--- src/sv/ocv_pkg.sv ---
// ----------------------------------------------------------------------------
// ocv_pkg
// Shared types, offsets, codes and helpers of the calibration image validator.
// ----------------------------------------------------------------------------
package ocv_pkg;

   localparam int POS_W       = 13;
   localparam int METRIC_W    = 54;
   localparam int WORD_W      = 16;
   localparam int SQ_W        = 2 * WORD_W;
   localparam int SCALE_SHIFT = 20;
   localparam int DIVIDEND_W  = SQ_W + SCALE_SHIFT;
   localparam int WB_BYTES    = 12;
   localparam int CHANNELS    = 3;
   localparam int CSR_INDEX_W = 2;
   localparam int CSR_DATA_W  = METRIC_W;

   localparam logic [POS_W-1:0] MOD_FLAG        = 13'h0000;
   localparam logic [POS_W-1:0] VENDOR_POS      = 13'h0001;
   localparam logic [POS_W-1:0] MOD_CSUM        = 13'h001F;
   localparam logic [POS_W-1:0] SER_FLAG        = 13'h0045;
   localparam logic [POS_W-1:0] SER_CSUM        = 13'h0065;
   localparam logic [POS_W-1:0] WB_FLAG         = 13'h0CAB;
   localparam logic [POS_W-1:0] WB_CAPTURE_LAST = 13'h0CB7;
   localparam logic [POS_W-1:0] WB_CSUM         = 13'h0CE0;
   localparam logic [POS_W-1:0] LS_FLAG         = 13'h0CE1;
   localparam logic [POS_W-1:0] LS_CSUM         = 13'h143E;
   localparam logic [POS_W-1:0] LAST_OFFSET     = 13'h143E;

   localparam logic [METRIC_W-1:0] METRIC_MAX      = {METRIC_W{1'b1}};
   localparam logic [METRIC_W-1:0] AWB_LIMIT_RESET = 54'd23593;
   localparam logic [7:0]          VENDOR_RESET    = 8'h05;
   localparam logic [7:0]          FLAG_SET        = 8'h01;
   localparam logic [3:0]          ALL_PASSED      = 4'hF;

   localparam logic [CSR_INDEX_W-1:0] CSR_AWB_LIMIT       = 2'd0;
   localparam logic [CSR_INDEX_W-1:0] CSR_EXPECTED_VENDOR = 2'd1;

   localparam logic [2:0] STATUS_OK            = 3'd0;
   localparam logic [2:0] STATUS_GROUP_INVALID = 3'd1;
   localparam logic [2:0] STATUS_MODULE_ERROR  = 3'd2;
   localparam logic [2:0] STATUS_CHECKSUM_ERR  = 3'd3;
   localparam logic [2:0] STATUS_AWB_RANGE     = 3'd4;

   typedef struct packed {
      logic [7:0] otp_byte;
      logic       restart;
   } req_payload_type;

   typedef struct packed {
      logic [2:0]          status;
      logic [METRIC_W-1:0] awb_metric;
   } rsp_payload_type;

   typedef enum logic [2:0] {
      ST_IDLE,
      ST_DECIDE,
      ST_SQ_DIFF,
      ST_SQ_GOLD,
      ST_DIVIDE,
      ST_ACCUM,
      ST_FINISH,
      ST_EMIT
   } state_type;

   // (sum mod 255) + 1 == b, by folding bytes
   function automatic logic checksum_ok(input logic [18:0] sum, input logic [7:0] b);
      logic [9:0] fold1;
      logic [8:0] fold2;
      logic [7:0] residue;
      fold1 = 10'(sum[7:0]) + 10'(sum[15:8]) + 10'(sum[18:16]);
      fold2 = 9'(fold1[7:0]) + 9'(fold1[9:8]);
      if (fold2 >= 9'd255) begin
         residue = 8'(fold2 - 9'd255);
      end else begin
         residue = fold2[7:0];
      end
      return (residue != 8'hFF) && (b == residue + 8'd1);
   endfunction

endpackage

--- src/sv/ocv_divider.sv ---
// ----------------------------------------------------------------------------
// ocv_divider
// Restoring divider, one quotient bit per cycle.
// ----------------------------------------------------------------------------
module ocv_divider #(
   parameter int DVD_W = ocv_pkg::DIVIDEND_W,
   parameter int DVS_W = ocv_pkg::SQ_W
) (
   input  logic             clock,
   input  logic             reset,
   input  logic             start,
   input  logic [DVD_W-1:0] dividend,
   input  logic [DVS_W-1:0] divisor,
   output logic             done,
   output logic [DVD_W-1:0] quotient
);

   localparam int CNT_W = $clog2(DVD_W);
   localparam logic [CNT_W-1:0] CNT_LAST = CNT_W'(DVD_W - 1);

   logic             busy_ff, busy_in;
   logic [CNT_W-1:0] cnt_ff, cnt_in;
   logic [DVD_W-1:0] quo_ff, quo_in;
   logic [DVS_W-1:0] rem_ff, rem_in;
   logic [DVS_W-1:0] dvs_ff, dvs_in;
   logic [DVS_W:0]   rem_sh;
   logic [DVS_W:0]   dvs_ext;
   logic [DVS_W:0]   diff;
   logic             ge;

   assign rem_sh  = {rem_ff, quo_ff[DVD_W-1]};
   assign dvs_ext = {1'b0, dvs_ff};
   assign ge      = rem_sh >= dvs_ext;
   assign diff    = rem_sh - dvs_ext;

   assign done     = busy_ff && (cnt_ff == CNT_LAST);
   assign quotient = quo_ff;

   always_comb begin
      busy_in = busy_ff;
      cnt_in  = cnt_ff;
      quo_in  = quo_ff;
      rem_in  = rem_ff;
      dvs_in  = dvs_ff;
      if (start) begin
         busy_in = 1'b1;
         cnt_in  = '0;
         quo_in  = dividend;
         rem_in  = '0;
         dvs_in  = divisor;
      end else if (busy_ff) begin
         quo_in = {quo_ff[DVD_W-2:0], ge};
         rem_in = ge ? diff[DVS_W-1:0] : rem_sh[DVS_W-1:0];
         cnt_in = cnt_ff + CNT_W'(1);
         if (cnt_ff == CNT_LAST) begin
            busy_in = 1'b0;
         end
      end
   end

   always_ff @(posedge clock) begin
      if (reset) begin
         busy_ff <= 1'b0;
         cnt_ff  <= '0;
      end else begin
         busy_ff <= busy_in;
         cnt_ff  <= cnt_in;
      end
   end

   always_ff @(posedge clock) begin
      quo_ff <= quo_in;
      rem_ff <= rem_in;
      dvs_ff <= dvs_in;
   end

endmodule

--- src/sv/otp_calibration_validator.sv ---
// ----------------------------------------------------------------------------
// otp_calibration_validator
// Checks a calibration image beat by beat and reports one status per image.
// ----------------------------------------------------------------------------
//  channel | direction | handshake        | beat
//  req     | in        | valid / stall    | otp_byte, restart
//  rsp     | out       | valid / stall    | status, awb_metric
//  csr     | in        | valid / ready    | index, data
//
//  The final byte goes from the decision straight to the result for
//  statuses 1 to 3 and for a zero golden value; otherwise it takes,
//  per channel, two passes through the shared 16x16 multiplier and 52 steps
//  of the divider.
//  Reset is synchronous; it clears the image state and loads register defaults.
//  Bytes are taken while a result waits on rsp_stall; the final byte holds
//  in the sequencer until the result register is free.
// ----------------------------------------------------------------------------
module otp_calibration_validator (
   input  logic                                       clock,
   input  logic                                       reset,
   input  logic                                       req_valid,
   output logic                                       req_stall,
   input  ocv_pkg::req_payload_type                   req_payload,
   output logic                                       rsp_valid,
   input  logic                                       rsp_stall,
   output ocv_pkg::rsp_payload_type                   rsp_payload,
   input  logic                                       csr_valid,
   output logic                                       csr_ready,
   input  logic [ocv_pkg::CSR_INDEX_W-1:0]            csr_index,
   input  logic [ocv_pkg::CSR_DATA_W-1:0]             csr_data
);

   import ocv_pkg::*;

   localparam logic [1:0] CHAN_LAST = 2'(CHANNELS - 1);

   state_type state_ff, state_in;

   logic [POS_W-1:0]    byte_position_ff, byte_position_in;
   logic [12:0]         module_sum_ff, module_sum_in;
   logic [12:0]         serial_sum_ff, serial_sum_in;
   logic [13:0]         wb_sum_ff, wb_sum_in;
   logic [18:0]         shading_sum_ff, shading_sum_in;
   logic [3:0]          flags_ok_ff, flags_ok_in;
   logic                vendor_ok_ff, vendor_ok_in;
   logic [3:0]          checks_ok_ff, checks_ok_in;
   logic [7:0]          wb_byte_ff [WB_BYTES];
   logic [7:0]          wb_byte_in [WB_BYTES];
   logic [METRIC_W-1:0] awb_limit_ff;
   logic [7:0]          expected_vendor_ff;
   logic [1:0]          chan_ff, chan_in;
   logic [SQ_W-1:0]     dsq_ff, dsq_in;
   logic [METRIC_W-1:0] metric_ff, metric_in;
   logic [2:0]          status_ff, status_in;
   logic                rsp_valid_ff, rsp_valid_in;
   rsp_payload_type     rsp_payload_ff, rsp_payload_in;

   logic                req_fire;
   logic [7:0]          b;
   logic [POS_W-1:0]    pos;
   logic                new_image;
   logic                wb_capture;
   logic                wb_rotate;
   logic [WORD_W-1:0]   unit_word;
   logic [WORD_W-1:0]   golden_word;
   logic [WORD_W-1:0]   diff_word;
   logic                golden_zero;
   logic [WORD_W-1:0]   mul_a, mul_b;
   logic [SQ_W-1:0]     product;
   logic                div_start;
   logic                div_done;
   logic [DIVIDEND_W-1:0] quotient;
   logic [METRIC_W:0]   metric_sum;

   assign req_fire  = req_valid && !req_stall;
   assign b         = req_payload.otp_byte;
   assign pos       = req_payload.restart ? '0 : byte_position_ff;
   assign new_image = (pos == MOD_FLAG);
   assign wb_capture = req_fire && (pos > WB_FLAG) && (pos <= WB_CAPTURE_LAST);

   assign unit_word   = {wb_byte_ff[0], wb_byte_ff[1]};
   assign golden_word = {wb_byte_ff[6], wb_byte_ff[7]};
   assign diff_word   = (unit_word > golden_word) ? unit_word - golden_word
                                                   : golden_word - unit_word;
   assign golden_zero = ({wb_byte_ff[6], wb_byte_ff[7]} == '0)
                     || ({wb_byte_ff[8], wb_byte_ff[9]} == '0)
                     || ({wb_byte_ff[10], wb_byte_ff[11]} == '0);

   assign product    = SQ_W'(mul_a) * SQ_W'(mul_b);
   assign metric_sum = (METRIC_W + 1)'(metric_ff) + (METRIC_W + 1)'(quotient);

   assign csr_ready   = 1'b1;
   assign rsp_valid   = rsp_valid_ff;
   assign rsp_payload = rsp_payload_ff;

   ocv_divider #(
      .DVD_W(DIVIDEND_W),
      .DVS_W(SQ_W)
   ) u_divider (
      .clock    (clock),
      .reset    (reset),
      .start    (div_start),
      .dividend ({dsq_ff, {SCALE_SHIFT{1'b0}}}),
      .divisor  (product),
      .done     (div_done),
      .quotient (quotient)
   );

   // per-byte image tracking
   always_comb begin
      byte_position_in = byte_position_ff;
      module_sum_in    = module_sum_ff;
      serial_sum_in    = serial_sum_ff;
      wb_sum_in        = wb_sum_ff;
      shading_sum_in   = shading_sum_ff;
      flags_ok_in      = flags_ok_ff;
      vendor_ok_in     = vendor_ok_ff;
      checks_ok_in     = checks_ok_ff;
      if (req_fire) begin
         if (new_image) begin
            module_sum_in  = '0;
            serial_sum_in  = '0;
            wb_sum_in      = '0;
            shading_sum_in = '0;
            flags_ok_in    = '0;
            vendor_ok_in   = 1'b0;
            checks_ok_in   = '0;
         end
         flags_ok_in = flags_ok_in | {(pos == LS_FLAG) && (b == FLAG_SET),
                                      (pos == WB_FLAG) && (b == FLAG_SET),
                                      (pos == SER_FLAG) && (b == FLAG_SET),
                                      (pos == MOD_FLAG) && (b == FLAG_SET)};
         if (pos == VENDOR_POS) begin
            vendor_ok_in = (b == expected_vendor_ff);
         end
         checks_ok_in = checks_ok_in
            | {(pos == LS_CSUM) && checksum_ok(shading_sum_in, b),
               (pos == WB_CSUM) && checksum_ok(19'(wb_sum_in), b),
               (pos == SER_CSUM) && checksum_ok(19'(serial_sum_in), b),
               (pos == MOD_CSUM) && checksum_ok(19'(module_sum_in), b)};
         if ((pos > MOD_FLAG) && (pos < MOD_CSUM)) begin
            module_sum_in = module_sum_in + 13'(b);
         end
         if ((pos > SER_FLAG) && (pos < SER_CSUM)) begin
            serial_sum_in = serial_sum_in + 13'(b);
         end
         if ((pos > WB_FLAG) && (pos < WB_CSUM)) begin
            wb_sum_in = wb_sum_in + 14'(b);
         end
         if ((pos > LS_FLAG) && (pos < LS_CSUM)) begin
            shading_sum_in = shading_sum_in + 19'(b);
         end
         byte_position_in = (pos == LAST_OFFSET) ? '0 : pos + 13'd1;
      end
   end

   // AWB bytes: shift in on capture, rotate one word per channel
   always_comb begin
      for (int i = 0; i < WB_BYTES; i++) begin
         wb_byte_in[i] = wb_byte_ff[i];
      end
      if (wb_capture) begin
         for (int i = 0; i < WB_BYTES - 1; i++) begin
            wb_byte_in[i] = wb_byte_ff[i+1];
         end
         wb_byte_in[WB_BYTES-1] = b;
      end else if (wb_rotate) begin
         for (int i = 0; i < 4; i++) begin
            wb_byte_in[i]   = wb_byte_ff[i+2];
            wb_byte_in[i+6] = wb_byte_ff[i+8];
         end
         wb_byte_in[4]  = wb_byte_ff[0];
         wb_byte_in[5]  = wb_byte_ff[1];
         wb_byte_in[10] = wb_byte_ff[6];
         wb_byte_in[11] = wb_byte_ff[7];
      end
   end

   // next state
   always_comb begin
      state_in = state_ff;
      case (state_ff)
         ST_IDLE: begin
            if (req_fire && (pos == LAST_OFFSET)) begin
               state_in = ST_DECIDE;
            end
         end
         ST_DECIDE: begin
            if ((flags_ok_ff != ALL_PASSED) || !vendor_ok_ff
                || (checks_ok_ff != ALL_PASSED) || golden_zero) begin
               state_in = ST_EMIT;
            end else begin
               state_in = ST_SQ_DIFF;
            end
         end
         ST_SQ_DIFF: state_in = ST_SQ_GOLD;
         ST_SQ_GOLD: state_in = ST_DIVIDE;
         ST_DIVIDE: begin
            if (div_done) begin
               state_in = ST_ACCUM;
            end
         end
         ST_ACCUM: begin
            state_in = (chan_ff == CHAN_LAST) ? ST_FINISH : ST_SQ_DIFF;
         end
         ST_FINISH: state_in = ST_EMIT;
         ST_EMIT: begin
            if (!rsp_valid_ff || !rsp_stall) begin
               state_in = ST_IDLE;
            end
         end
         default: state_in = ST_IDLE;
      endcase
   end

   // sequencer outputs
   always_comb begin
      req_stall      = (state_ff != ST_IDLE);
      chan_in        = chan_ff;
      dsq_in         = dsq_ff;
      metric_in      = metric_ff;
      status_in      = status_ff;
      rsp_valid_in   = rsp_valid_ff && rsp_stall;
      rsp_payload_in = rsp_payload_ff;
      wb_rotate      = 1'b0;
      div_start      = 1'b0;
      mul_a          = diff_word;
      mul_b          = diff_word;
      case (state_ff)
         ST_DECIDE: begin
            chan_in   = '0;
            metric_in = '0;
            if (flags_ok_ff != ALL_PASSED) begin
               status_in = STATUS_GROUP_INVALID;
            end else if (!vendor_ok_ff) begin
               status_in = STATUS_MODULE_ERROR;
            end else if (checks_ok_ff != ALL_PASSED) begin
               status_in = STATUS_CHECKSUM_ERR;
            end else if (golden_zero) begin
               status_in = STATUS_AWB_RANGE;
               metric_in = METRIC_MAX;
            end else begin
               status_in = STATUS_OK;
            end
         end
         ST_SQ_DIFF: begin
            dsq_in = product;
         end
         ST_SQ_GOLD: begin
            mul_a     = golden_word;
            mul_b     = golden_word;
            div_start = 1'b1;
         end
         ST_ACCUM: begin
            metric_in = metric_sum[METRIC_W] ? METRIC_MAX : metric_sum[METRIC_W-1:0];
            chan_in   = chan_ff + 2'd1;
            wb_rotate = 1'b1;
         end
         ST_FINISH: begin
            status_in = (metric_ff > awb_limit_ff) ? STATUS_AWB_RANGE : STATUS_OK;
         end
         ST_EMIT: begin
            if (!rsp_valid_ff || !rsp_stall) begin
               rsp_valid_in              = 1'b1;
               rsp_payload_in.status     = status_ff;
               rsp_payload_in.awb_metric = metric_ff;
            end
         end
         default: begin
         end
      endcase
   end

   always_ff @(posedge clock) begin
      if (reset) begin
         state_ff         <= ST_IDLE;
         byte_position_ff <= '0;
         module_sum_ff    <= '0;
         serial_sum_ff    <= '0;
         wb_sum_ff        <= '0;
         shading_sum_ff   <= '0;
         flags_ok_ff      <= '0;
         vendor_ok_ff     <= 1'b0;
         checks_ok_ff     <= '0;
         chan_ff          <= '0;
         rsp_valid_ff     <= 1'b0;
      end else begin
         state_ff         <= state_in;
         byte_position_ff <= byte_position_in;
         module_sum_ff    <= module_sum_in;
         serial_sum_ff    <= serial_sum_in;
         wb_sum_ff        <= wb_sum_in;
         shading_sum_ff   <= shading_sum_in;
         flags_ok_ff      <= flags_ok_in;
         vendor_ok_ff     <= vendor_ok_in;
         checks_ok_ff     <= checks_ok_in;
         chan_ff          <= chan_in;
         rsp_valid_ff     <= rsp_valid_in;
      end
   end

   always_ff @(posedge clock) begin
      for (int i = 0; i < WB_BYTES; i++) begin
         wb_byte_ff[i] <= wb_byte_in[i];
      end
      dsq_ff         <= dsq_in;
      metric_ff      <= metric_in;
      status_ff      <= status_in;
      rsp_payload_ff <= rsp_payload_in;
   end

   always_ff @(posedge clock) begin
      if (reset) begin
         awb_limit_ff       <= AWB_LIMIT_RESET;
         expected_vendor_ff <= VENDOR_RESET;
      end else if (csr_valid && csr_ready) begin
         case (csr_index)
            CSR_AWB_LIMIT:       awb_limit_ff       <= csr_data;
            CSR_EXPECTED_VENDOR: expected_vendor_ff <= csr_data[7:0];
            default: begin
            end
         endcase
      end
   end

   a_error_metric_zero: assert property (@(posedge clock) disable iff (reset)
      rsp_valid_ff && (rsp_payload_ff.status == STATUS_GROUP_INVALID
                       || rsp_payload_ff.status == STATUS_MODULE_ERROR
                       || rsp_payload_ff.status == STATUS_CHECKSUM_ERR)
      |-> rsp_payload_ff.awb_metric == '0)
      else $error("error status carries a nonzero metric");

   a_final_starts_decide: assert property (@(posedge clock) disable iff (reset)
      req_fire && (pos == LAST_OFFSET) |=> state_ff == ST_DECIDE)
      else $error("final byte did not start the decision");

   a_busy_position_zero: assert property (@(posedge clock) disable iff (reset)
      state_ff != ST_IDLE |-> byte_position_ff == '0)
      else $error("position not rewound while computing");

   a_divide_ends_accum: assert property (@(posedge clock) disable iff (reset)
      state_ff == ST_DIVIDE && div_done |=> state_ff == ST_ACCUM)
      else $error("divider completion lost");

endmodule
--- config.mk ---
export PLATFORM = sky130hd
export DESIGN_NAME = otp_calibration_validator
export DESIGN_NICKNAME = d
export VERILOG_FILES = /design/src/sv/ocv_pkg.sv /design/src/sv/ocv_divider.sv /design/src/sv/otp_calibration_validator.sv
export SDC_FILE = /design/constraint.sdc
export NUM_CORES = 2
export LEC_CHECK = 0
export ABC_AREA = 1
export BUFFER_PORTS_ARGS = -buffer_cell sky130_fd_sc_hd__buf_4
export CORE_ASPECT_RATIO = 1.75
export CORE_MARGIN = 2
export CORE_UTILIZATION = 60
export DETAILED_ROUTE_END_ITERATION = 16
export GPL_ROUTABILITY_DRIVEN = 0
export PLACE_DENSITY_LB_ADDON = 0.05
export SLEW_MARGIN = 20
export SYNTH_ARGS = -nofsm -noshare
export SYNTH_HDL_FRONTEND = slang
export SYNTH_HIERARCHICAL = 1
export SYNTH_SLANG_ARGS = --single-unit
--- constraint.sdc ---
create_clock -name clock -period 9.75 [get_ports clock]
set_input_delay 0.975 -clock clock [delete_from_list [all_inputs] [get_ports clock]]
set_output_delay 0.975 -clock clock [all_outputs]
set_load 0.03 [all_outputs]
==> results.ini <==
[timing]
max-slew-margin-rel=0.3170
maxClockFrequency_ghz=0.1110
setup-violations-final=0
drv_slew=0
min_period_ns=9.011
period_share=0.9242
final-hold-violation-count=0
tightest_slew_ns=1.024
skew_ns=0.05408
rsz0062_at_grt=no
finalSetupTns_ns=0

[floorplanning]
num_rows=127
io-pin-count=130
die_h_microns=351.9
core_area_sq_mm=0.06849
fp.dieArea_sq_mm=0.07136
start_util=0.6058
die_w_microns=202.8

[detailed_routing]
drt.antenna.violating_nets=0
num_vias=35550
drtIter0Drc=2205
wire_per_inst_microns=17.30
routed_via_density=5.538
route.detailed.drc=0
drtPass1Iterations=5
wl_mm=111.0

[setup_path]
critical_path_class=flip-flop to flip-flop
path_common_cell=nand2_1
crit_path_max_fanout=17
cp-start-kind=flip-flop
end_kind=flip-flop
cpMaxStageDelayCell=fa_1
cpPeakStageDelay_ns=0.55
cp_data_required_time_ns=10.11
cp.arrival_ns=9.37

[synth]
async_flop_share=0
ys_seq_area_frac=0.3259
synth_edf_count=325
yosys.area.top_type=edfxtp_1
yosys_warnings=6
syn_avg_cell_area_sq_um=7.744
ys_types=71
synth_ff_type=edfxtp_1
muxShareOfSynthArea=0.008926
synth_fa_ha_area_frac=0.1906
synth_seq_cells=513
synth_compound_area_frac=0.1079
syn_area_sq_mm=0.04149
synthTopCellsByArea=edfxtp_1 (24%), nand2_1 (12%), ha_1 (11%)
synth_top_family_by_area=simple AND/OR/NAND/NOR gates
synth.top_cell.area_share=0.2352
synth_simple_gate_area_frac=0.2309
synthXorXnorAreaFrac=0.03757
synth_cells=5358

[cts]
cts_root_buffer=clkbuf_16
clk_latency_ns=0.65
clkTransAtPathRegs_ns=0.07
cts_tree=yes
clockBufferDepth=3
cts_buffers=50
cts_num_sinks=513
htreeDepth=2

[power]
power_density_mw_per_mm2=162.6
p_leak_uw=0.02215
vdd_drop_max_uv=149.9

[layout]
layout_commonest_cell=nand2_1
final_area_sq_mm=0.04526
layout_common_cells=nand2_1 (1293), inv_1 (907), nor2_1 (388), ha_1 (349), a21oi_1 (343)
fin_nets=6072
num_antenna_cells=0
drive_gt1_frac=0.07415
area_growth_pct=9.071

[global_routing]
grt_overflow=0
grt_pass1_wl_mm=177.6
grt_max_degree=121
grtUsageTotal=0.3130
grt_pass1_vias=35320
grt_antenna_before_repair=0

[flow_run]
drv_cap=0

[place]
portBuffers=128
hpwl_mm=86.36
placed_area_sq_mm=0.04350

[run_status]
status=finished clean

[hold_path]
hold_class=flip-flop to flip-flop

[Yosys cell counts, types with 6 or more instances]
| library cell | n |
|---|---|
| nor2_1 | 394 |
| o21ai_0 | 297 |
| xnor2_1 | 58 |
| o21a_1 | 14 |
| a21o_1 | 15 |
| nand2_1 | 1294 |
| ha_1 | 349 |
| nor2_2 | 9 |
| mux2_2 | 32 |
| inv_1 | 911 |
| clkbuf_1 | 96 |
| nand3b_1 | 26 |
| nand2_4 | 6 |
| a211oi_1 | 6 |
| a21oi_1 | 346 |
| o221ai_1 | 6 |
| dfxtp_1 | 188 |
| edfxtp_1 | 325 |
| clkinv_1 | 12 |
| xor2_1 | 115 |
| or2_2 | 18 |
| o211ai_1 | 38 |
| nor4_1 | 29 |
| nand3_2 | 13 |
| o21bai_1 | 19 |
| nand3_1 | 264 |
| buf_1 | 9 |
| nand4_1 | 60 |
| inv_2 | 8 |
| a31oi_1 | 17 |
| o21ai_2 | 6 |
| buf_2 | 8 |
| o21ai_1 | 30 |
| nand2_2 | 29 |
| fa_1 | 177 |
| nor3_1 | 62 |
[path summary, 6_finish.rpt]
| kind | startpoint | endpoint | slack (ns) | depth (start not counted) |
|---|---|---|---|---|
| worst min register to register | status_ff[0] | rsp_payload[54] | 0.42 | 0 |
| worst max register to register | wb_byte_ff[0][8] | u_divider/dvs_ff[31] | 0.74 | 48 |
| worst min-delay path | status_ff[0] | rsp_payload[54] | 0.42 | 0 |
| worst max-delay path | wb_byte_ff[0][8] | u_divider/dvs_ff[31] | 0.74 | 48 |
[layer usage]
layer	vias to the layer above	GRT usage	wire (microns)
met3	355	0.03096	4955
met5	-	0	0
met2	996	0.5946	58380
li1	17600	-	-
met1	16590	0.3379	40900
met4	0	0.1738	6789
[per-stage QoR]
| step | total power, uW | cells | setup WS [ns] | hold WS [ns] | util |
|---|---|---|---|---|---|
| 2_1_floorplan | 4610 | 5379 | 0.8154 | 0.4003 | - |
| 3_3_place_gp | 5279 | 6324 | 0.7480 | 0.4057 | 0.6348 |
| 3_5_place_dp | 5317 | 6325 | 0.5466 | 0.4102 | 0.6352 |
| 4_1_cts | 7374 | 6417 | 0.5522 | 0.4314 | 0.6604 |
| 5_1_grt | 7793 | 6419 | 0.02146 | 0.4310 | 0.6608 |
| 6_report | 7357 | 6419 | 0.7389 | 0.4244 | 0.6608 |
[final cells by class]
class                           instances  area, sq um
Fill cell                            6186        23230
Clock inverter                         24        254.0
Tap cell                              903         1130
Clock buffer                           68         1475
Multi-Input combinational cell       3808        24070
Inverter                              933         3511
Timing Repair Buffer                  170         1296
Sequential cell                       513        13520
[registers in the layout (all words and copies together), names as in the netlist, 4 cells and up]
signal,count
u_divider/quotient,52
metric_ff,54
module_sum_ff,13
u_divider/rem_ff,32
u_divider/dvs_ff,32
dsq_ff,31
checks_ok_ff,4
byte_position_ff,13
shading_sum_ff,19
u_divider/cnt_ff,6
expected_vendor_ff,8
wb_byte_ff,96
serial_sum_ff,13
awb_limit_ff,54
wb_sum_ff,14
rsp_payload,57
flags_ok_ff,4
[power by group]
part           internal [uW]  total [uW]  switching, uW
clock network           1150        2050            897
logic                    817        2510           1690
registers               2610        2800            187
total                   4580        7360           2770
[critical path, delay by kind of cell (launching register included)]
family	cells	cell delay (ns)
buffers and inverters	11	1.08
adders and majority gates	9	3.89
and+or+nand+nor	16	1.36
xor gates and xnor gates	3	0.44
DFF	1	0.41
AOI/OAI and AO/OA	9	1.59
[repair_timing]
| item | CTS | global route |
|---|---|---|
| endpoints found under the setup margin | 0 | 8 |
| hold buffers | 0 | 0 |
| setup buffers | 0 | 2 |
| gates resized for setup | 0 | 4 |
[cell families after synthesis]
group | Yosys count
simple gates | 2233
buf+inv | 1058
compound gates | 818
fa+ha+maj | 526
flops | 513
xor+xnor | 175
mux | 33
other cells | 2
Power figures use the tool's default switching activity.
